### config.mk
export PLATFORM = sky130hd
export DESIGN_NAME = htc_lane
export DESIGN_NICKNAME = d
export VERILOG_FILES = /design/src/htc_pkg.sv /design/src/htc_div.sv /design/src/htc_lane.sv
export SDC_FILE = /design/constraint.sdc
export NUM_CORES = 2
export LEC_CHECK = 0
export CAP_MARGIN = 10
export CORE_MARGIN = 4
export CORE_UTILIZATION = 60
export CTS_BUF_LIST = sky130_fd_sc_hd__clkbuf_4 sky130_fd_sc_hd__clkbuf_8
export DETAILED_ROUTE_END_ITERATION = 8
export DONT_BUFFER_PORTS = 1
export PLACE_DENSITY = 0.86
export SETUP_SLACK_MARGIN = 0.05
export SYNTH_ARGS = -nofsm -noshare
export SYNTH_HDL_FRONTEND = slang
export SYNTH_SLANG_ARGS = --single-unit
### constraint.sdc
create_clock -name clk -period 12.5 [get_ports clk]
set_input_delay 1.25 -clock clk [delete_from_list [all_inputs] [get_ports clk]]
set_output_delay 1.25 -clock clk [all_outputs]
set_load 0.02 [all_outputs]
### src/htc_pkg.sv
// Shared constants and types for the humidity/temperature calibrator.
`default_nettype none
package htc_pkg;
  localparam int FRACTION_BITS_DEF = 8;
  localparam int RAW_WIDTH_DEF     = 16;
  localparam int VALUE_W  = 24;
  localparam int CFG_W    = 16;
  localparam int CFG_IDX_W = 3;
  localparam int HUM_PT_W  = 8;
  localparam int TEMP_PT_W = 10;
  localparam int HUM_SHIFT  = 1;
  localparam int TEMP_SHIFT = 3;

  typedef enum logic [CFG_IDX_W-1:0] {
    REG_HUM_P0   = 3'd0,
    REG_HUM_P1   = 3'd1,
    REG_TEMP_P0  = 3'd2,
    REG_TEMP_P1  = 3'd3,
    REG_HUM_R0   = 3'd4,
    REG_HUM_R1   = 3'd5,
    REG_TEMP_R0  = 3'd6,
    REG_TEMP_R1  = 3'd7
  } cfg_reg_t;

  // per-lane result flags handed to the merge stage
  typedef struct packed {
    logic valid;
    logic span_error;
  } lane_flags_t;
endpackage
`default_nettype wire

### src/htc_div.sv
// Pipelined restoring divider, one quotient bit per stage, unsigned magnitudes.
`default_nettype none
module htc_div #(
  parameter int NW = 40,
  parameter int DW = 17,
  parameter int TW = 4
) (
  input  wire logic          clk,
  input  wire logic          en,
  input  wire logic [NW-1:0] num,
  input  wire logic [DW-1:0] den,
  input  wire logic [TW-1:0] tag_in,
  output logic      [NW-1:0] quo,
  output logic      [TW-1:0] tag_out
);
  logic [NW-1:0] q_r   [NW+1];
  logic [DW:0]   rem_r [NW+1];
  logic [DW-1:0] d_r   [NW+1];
  logic [TW-1:0] t_r   [NW+1];

  always_comb begin
    q_r[0]   = num;
    rem_r[0] = '0;
    d_r[0]   = den;
    t_r[0]   = tag_in;
  end

  for (genvar s = 0; s < NW; s++) begin : g_stage
    logic [DW+1:0] trial;
    logic [DW+1:0] shifted;
    always_comb begin
      shifted = {rem_r[s], q_r[s][NW-1]};
      trial   = shifted - {2'b00, d_r[s]};
    end
    always_ff @(posedge clk) begin
      if (en) begin
        if (!trial[DW+1]) begin
          rem_r[s+1] <= trial[DW:0];
          q_r[s+1]   <= {q_r[s][NW-2:0], 1'b1};
        end else begin
          rem_r[s+1] <= shifted[DW:0];
          q_r[s+1]   <= {q_r[s][NW-2:0], 1'b0};
        end
        d_r[s+1] <= d_r[s];
        t_r[s+1] <= t_r[s];
      end
    end
  end

  assign quo     = q_r[NW];
  assign tag_out = t_r[NW];
endmodule
`default_nettype wire

### src/htc_lane.sv
// One calibration lane: offset, scale multiply, pipelined divide, add and saturate.
`default_nettype none
module htc_lane #(
  parameter int FRACTION_BITS = htc_pkg::FRACTION_BITS_DEF,
  parameter int RAW_WIDTH     = htc_pkg::RAW_WIDTH_DEF,
  parameter int PT_W          = 8,
  parameter int SHIFT         = 1
) (
  input  wire logic                        clk,
  input  wire logic                        en,
  input  wire logic                        ready_in,
  input  wire logic signed [RAW_WIDTH-1:0] raw,
  input  wire logic signed [RAW_WIDTH-1:0] r0,
  input  wire logic signed [RAW_WIDTH-1:0] r1,
  input  wire logic        [PT_W-1:0]      p0,
  input  wire logic        [PT_W-1:0]      p1,
  output htc_pkg::lane_flags_t             flags,
  output logic signed [htc_pkg::VALUE_W-1:0] value
);
  localparam int DIFF_W = RAW_WIDTH + 1;
  localparam int SPAN_W = PT_W + 1;
  localparam int UNIT   = FRACTION_BITS - SHIFT;
  localparam int PROD_W = DIFF_W + SPAN_W;
  localparam int NW     = PROD_W + UNIT;
  localparam int BASE_W = PT_W + UNIT + 1;
  localparam int SUM_W  = NW + 2;
  localparam int TW     = 3 + BASE_W;
  localparam int VW     = htc_pkg::VALUE_W;

  // stage 1: differences
  logic signed [DIFF_W-1:0] num_d_r, den_d_r;
  logic signed [SPAN_W-1:0] span_r;
  logic [PT_W-1:0]          p0_1_r;
  logic                     rdy1_r;
  // stage 2: product and magnitudes
  logic signed [PROD_W-1:0] prod_r;
  logic [DIFF_W-1:0]        den_mag_r;
  logic                     den_neg_r, rdy2_r, zero2_r;
  logic [PT_W-1:0]          p0_2_r;
  // stage 3: dividend magnitude
  logic [NW-1:0]            num_mag_r;
  logic [DIFF_W-1:0]        den3_r;
  logic [TW-1:0]            tag3_r;

  always_ff @(posedge clk) begin
    if (en) begin
      num_d_r <= DIFF_W'(raw) - DIFF_W'(r0);
      den_d_r <= DIFF_W'(r1) - DIFF_W'(r0);
      span_r  <= $signed({1'b0, p1}) - $signed({1'b0, p0});
      p0_1_r  <= p0;
      rdy1_r  <= ready_in;

      prod_r    <= num_d_r * span_r;
      den_mag_r <= den_d_r[DIFF_W-1] ? DIFF_W'(-den_d_r) : den_d_r;
      den_neg_r <= den_d_r[DIFF_W-1];
      zero2_r   <= (den_d_r == '0);
      rdy2_r    <= rdy1_r;
      p0_2_r    <= p0_1_r;

      num_mag_r <= prod_r[PROD_W-1] ? NW'(-(PROD_W'(prod_r))) << UNIT
                                    : NW'(prod_r) << UNIT;
      den3_r    <= zero2_r ? DIFF_W'(1) : den_mag_r;
      tag3_r    <= {rdy2_r, zero2_r, prod_r[PROD_W-1] ^ den_neg_r,
                    BASE_W'(p0_2_r) << UNIT};
    end
  end

  logic [NW-1:0] quo;
  logic [TW-1:0] tag_q;

  htc_div #(.NW(NW), .DW(DIFF_W), .TW(TW)) u_div (
    .clk(clk), .en(en), .num(num_mag_r), .den(den3_r),
    .tag_in(tag3_r), .quo(quo), .tag_out(tag_q)
  );

  logic signed [SUM_W-1:0] sum;
  logic signed [VW-1:0]    sat;
  logic                    rdy_q, zero_q, neg_q;
  logic [BASE_W-1:0]       base_q;

  always_comb begin
    {rdy_q, zero_q, neg_q, base_q} = tag_q;
    sum = (neg_q ? -$signed({2'b00, quo}) : $signed({2'b00, quo}))
          + $signed(SUM_W'(base_q));
    if (sum > $signed(SUM_W'((1 << (VW - 1)) - 1)))
      sat = VW'((1 << (VW - 1)) - 1);
    else if (sum < -$signed(SUM_W'(1 << (VW - 1))))
      sat = VW'(1 << (VW - 1));
    else
      sat = VW'(sum);
  end

  always_ff @(posedge clk) begin
    if (en) begin
      flags.valid      <= rdy_q && !zero_q;
      flags.span_error <= rdy_q && zero_q;
      value            <= (rdy_q && !zero_q) ? sat : '0;
    end
  end
endmodule
`default_nettype wire

==> metrics <==
status=finished, violations left; cell row count=161; Hold Crit Class=reg2reg; Pwr Total=33,300 µW; cell area after layout=0.128 mm²; H-tree levels=5; Netlist cell types=77; Yosys top cell area share=65.6%; Skew-Pair Late Insertion Delay=1.08 ns; Fin. Hold Viols=0; Synth Area in Adders=9.65%; worst r2r path cells=21; reg2reg end=prod_r[25]$_DFFE_PP_; routed len/inst=17.9 µm; hold path depth=0; detailed-route wire length=202 mm; maximum number of pins on one net before global-route repair=314; layout cells sized above 1=13.5%; Switching Share=33.0%; Area Overhead vs Synth=9.73%; period utilization=53.8%; Top Ports=93; Routed Antenna Nets=0; Post-synth ARST share=0%; Arr. time, crit path=7.47 ns; initial antenna violation count=3; HP Start=u_div.t_r[522]$_DFFE_PP_; Slew @ Worst Pin=1.54 ns; Clk pwr share=20.5%; count leader, synth=edfxtp_1; Worst path slowest cell=edfxtp_1; Cell Pwr Density=259 mW/mm²; die area=0.202 mm²; hpwl dp=137 mm; gp weighted congestion=0.854; Critical Path Max Stage Delay=0.83 ns; Tot GR Track Use=19.8%; FF-to-FF Start=span_r[0]$_DFFE_PP_; CP most frequent cell=fa_1; Reg2Reg Setup Slack=5.78 ns; Final Util=66.4%; worst-path cell chain=nand2_1 > fa_1 > fa_1 > inv_1 > ha_1 > inv_1 > fa_1 > inv_1 > ha_1 > ha_1 > fa_1 > a21o_1 > a21oi_1 > o21ai_0 > o41ai_1 > o21ai_0 > o2111ai_1 > a31oi_1 > a21o_1 > a21oi_1 > xnor2_1; dominant cells by area after synthesis=edfxtp_1, ha_1, mux2_2; GR Util met1=21.2%; first-pass GRT wire length=328 mm; drt drc=3; core box area=0.193 mm²; CTS tree=done; Synth Register Bits=2,555; Num CTS Buffers=413; leading area contributor after synthesis=edfxtp_1; Critical Path Fanout Max=17; hold endpoint=u_div.t_r[503]$_DFFE_PP_; max-cap violations=0; Slew HR=-2.96%; Setup TNS Final=0 ns; Max VDD drop=309 µV; root buffer cell=clkbuf_8; CTS clock-pin slew for the worst setup and hold paths=0.06 ns; Pint=22,300 µW; Commonest cells post-synth=edfxtp_1, inv_1, ha_1; # hold bufs at CTS=0; IO buf count=0; Synth Area in Simple Gates=6.19%; Post-CTS Setup Repair Bufs=0; RSZ-0062 raised after global routing=false; GR Util met2=37.9%; Max Fclk=149 MHz; Avg Vias per Cell=5.59; Pleak=0.0498 µW; Worst Skew=0.0912 ns; Slew Viols, Final=81; met3 Use GR=3.53%; failing checks=DRC, slew limit; Flop pwr share=39.1%; post-cts sizing count=0; Post-Synthesis Cells=8,034; number of synthesized flops with an enable pin=2,555; first-pass iteration count of the detailed router=8; vias in the first global route=67,308; Initial Util=60.5%; vias=62,845; Post-Synth XOR/XNOR Area=4.05%; multiplexer share of the synthesized area=5.08%; Tmin final=6.72 ns; crit path kind=reg2reg; Syn Std Cell Area=0.117 mm²; combinational group share of total power=40.4%; Net Switching=11,000 µW; number of fill cells=12,486; largest family of logic cells by synthesized area=adder cells; overflow left after global routing=0; CP Capture Type=flop; Crit path required time=13.25 ns; CTS Buffer Depth=4; Initial DRC Count=4,035; CTS sink cnt=2,555; Die W=450 µm; busiest grt layer=met2; # setup viols final=0; Post-Syn Area per Cell=14.6 µm²; dpl cell area=0.120 mm²; crit start category=flop; DIE HEIGHT=450 µm; Synthesis Warnings=0; Nets=9,299; sequential area share after synthesis=65.6%; Synth Area in Compound Gates=6.12%; dominant synthesized flop cell=edfxtp_1
## cell usage in the layout, fill, tap and decap left out, drive strengths merged, types with 45 or more instances in the layout
| cell | n |
|---|---|
| nor2b | 179 |
| nor2 | 437 |
| fa | 161 |
| nand2 | 244 |
| mux2i | 104 |
| clkinv | 153 |
| mux2 | 435 |
| ha | 645 |
| xor2 | 59 |
| a21oi | 263 |
| clkbuf | 534 |
| a211oi | 50 |
| and3 | 56 |
| o21ai | 317 |
| or3 | 53 |
| o211ai | 60 |
| o21a | 75 |
| nor3 | 114 |
| and2 | 101 |
| buf | 45 |
| inv | 949 |
| nand3 | 110 |
| edfxtp | 2555 |
| xnor2 | 482 |
| a21boi | 64 |
| a31oi | 53 |
## routing by layer
layer	wire (µm)	part of all wire [%]
met5	0	0
met4	8140	4.0
met3	7880	3.9
met2	110000	55
met1	75200	37
## worst max-delay path: cells and delay by family, from the launching register on
kind	cells	cell delay (ns)
flip-flops	1	0.83
AND/OR/NAND/NOR	1	0.18
AO/OA/AOI/OAI	9	2.49
buffers and inverters	3	0.13
adder cells (fa/ha/maj)	7	2.75
XOR/XNOR	1	0.08
## cell families (layout without fill, tap and decap cells)
group	Yosys count	after routing
compound gates	1117	1117
other cells	1	13
simple gates	1453	1453
xor+xnor	541	541
flops	2555	2555
buf+inv	1022	1699
mux	539	539
fa+ha+maj	806	806
## flip-flops by register name (all words and copies together), names as in the netlist, 8 cells and up
signal,count
u_div.tag_out,11
den_mag_r,17
span_r,9
prod_r,26
u_div.t_r,352
u_div.q_r,828
den3_r,17
u_div.quo,33
p0_1_r,8
u_div.g_stage.shifted,601
num_mag_r,26
u_div.d_r,544
tag3_r,11
num_d_r,17
p0_2_r,8
value,24
den_d_r,17
## cell type report
type	count	area, µm²	area share, %
multi-input combinational	4464	36500	28.4
timing repair buffer	45	642	0.500
tap	2526	3160	2.46
clock buffer	534	6620	5.16
sequential	2555	76700	59.8
inverter	947	3550	2.77
clock inverter	173	1120	0.872
antenna	5	12.5	0.00975
## how the worst max path moves through the flow
stage,from,to,depth (start not counted)
floorplan,span_r[0]$_DFFE_PP_,prod_r[25]$_DFFE_PP_,23
finish,span_r[0]$_DFFE_PP_,prod_r[25]$_DFFE_PP_,21
CTS,span_r[0]$_DFFE_PP_,prod_r[25]$_DFFE_PP_,21
global route,span_r[0]$_DFFE_PP_,prod_r[25]$_DFFE_PP_,21
global placement,span_r[0]$_DFFE_PP_,prod_r[25]$_DFFE_PP_,21
detailed placement,span_r[0]$_DFFE_PP_,prod_r[25]$_DFFE_PP_,21
## power groups by stage
stage / clock, µW / combinational, µW / sequential, µW
floorplan: 0 / 10500 / 12700
global placement: 0 / 12700 / 13000
detailed placement: 0 / 13400 / 13200
CTS: 7010 / 13500 / 13000
global route: 7430 / 15000 / 13100
finish: 6830 / 13500 / 13000
## through the flow
step / instances / hold slack [ns] / setup WS [ns]
5_1_grt: 11247 / 0.254 / 5.33
3_3_place_gp: 10532 / 0.400 / 5.79
3_5_place_dp: 10532 / 0.405 / 5.75
4_1_cts: 11239 / 0.219 / 5.77
6_report: 11249 / 0.330 / 5.78
2_1_floorplan: 8041 / 0.400 / 6.63
Power figures use the tool's default switching activity.
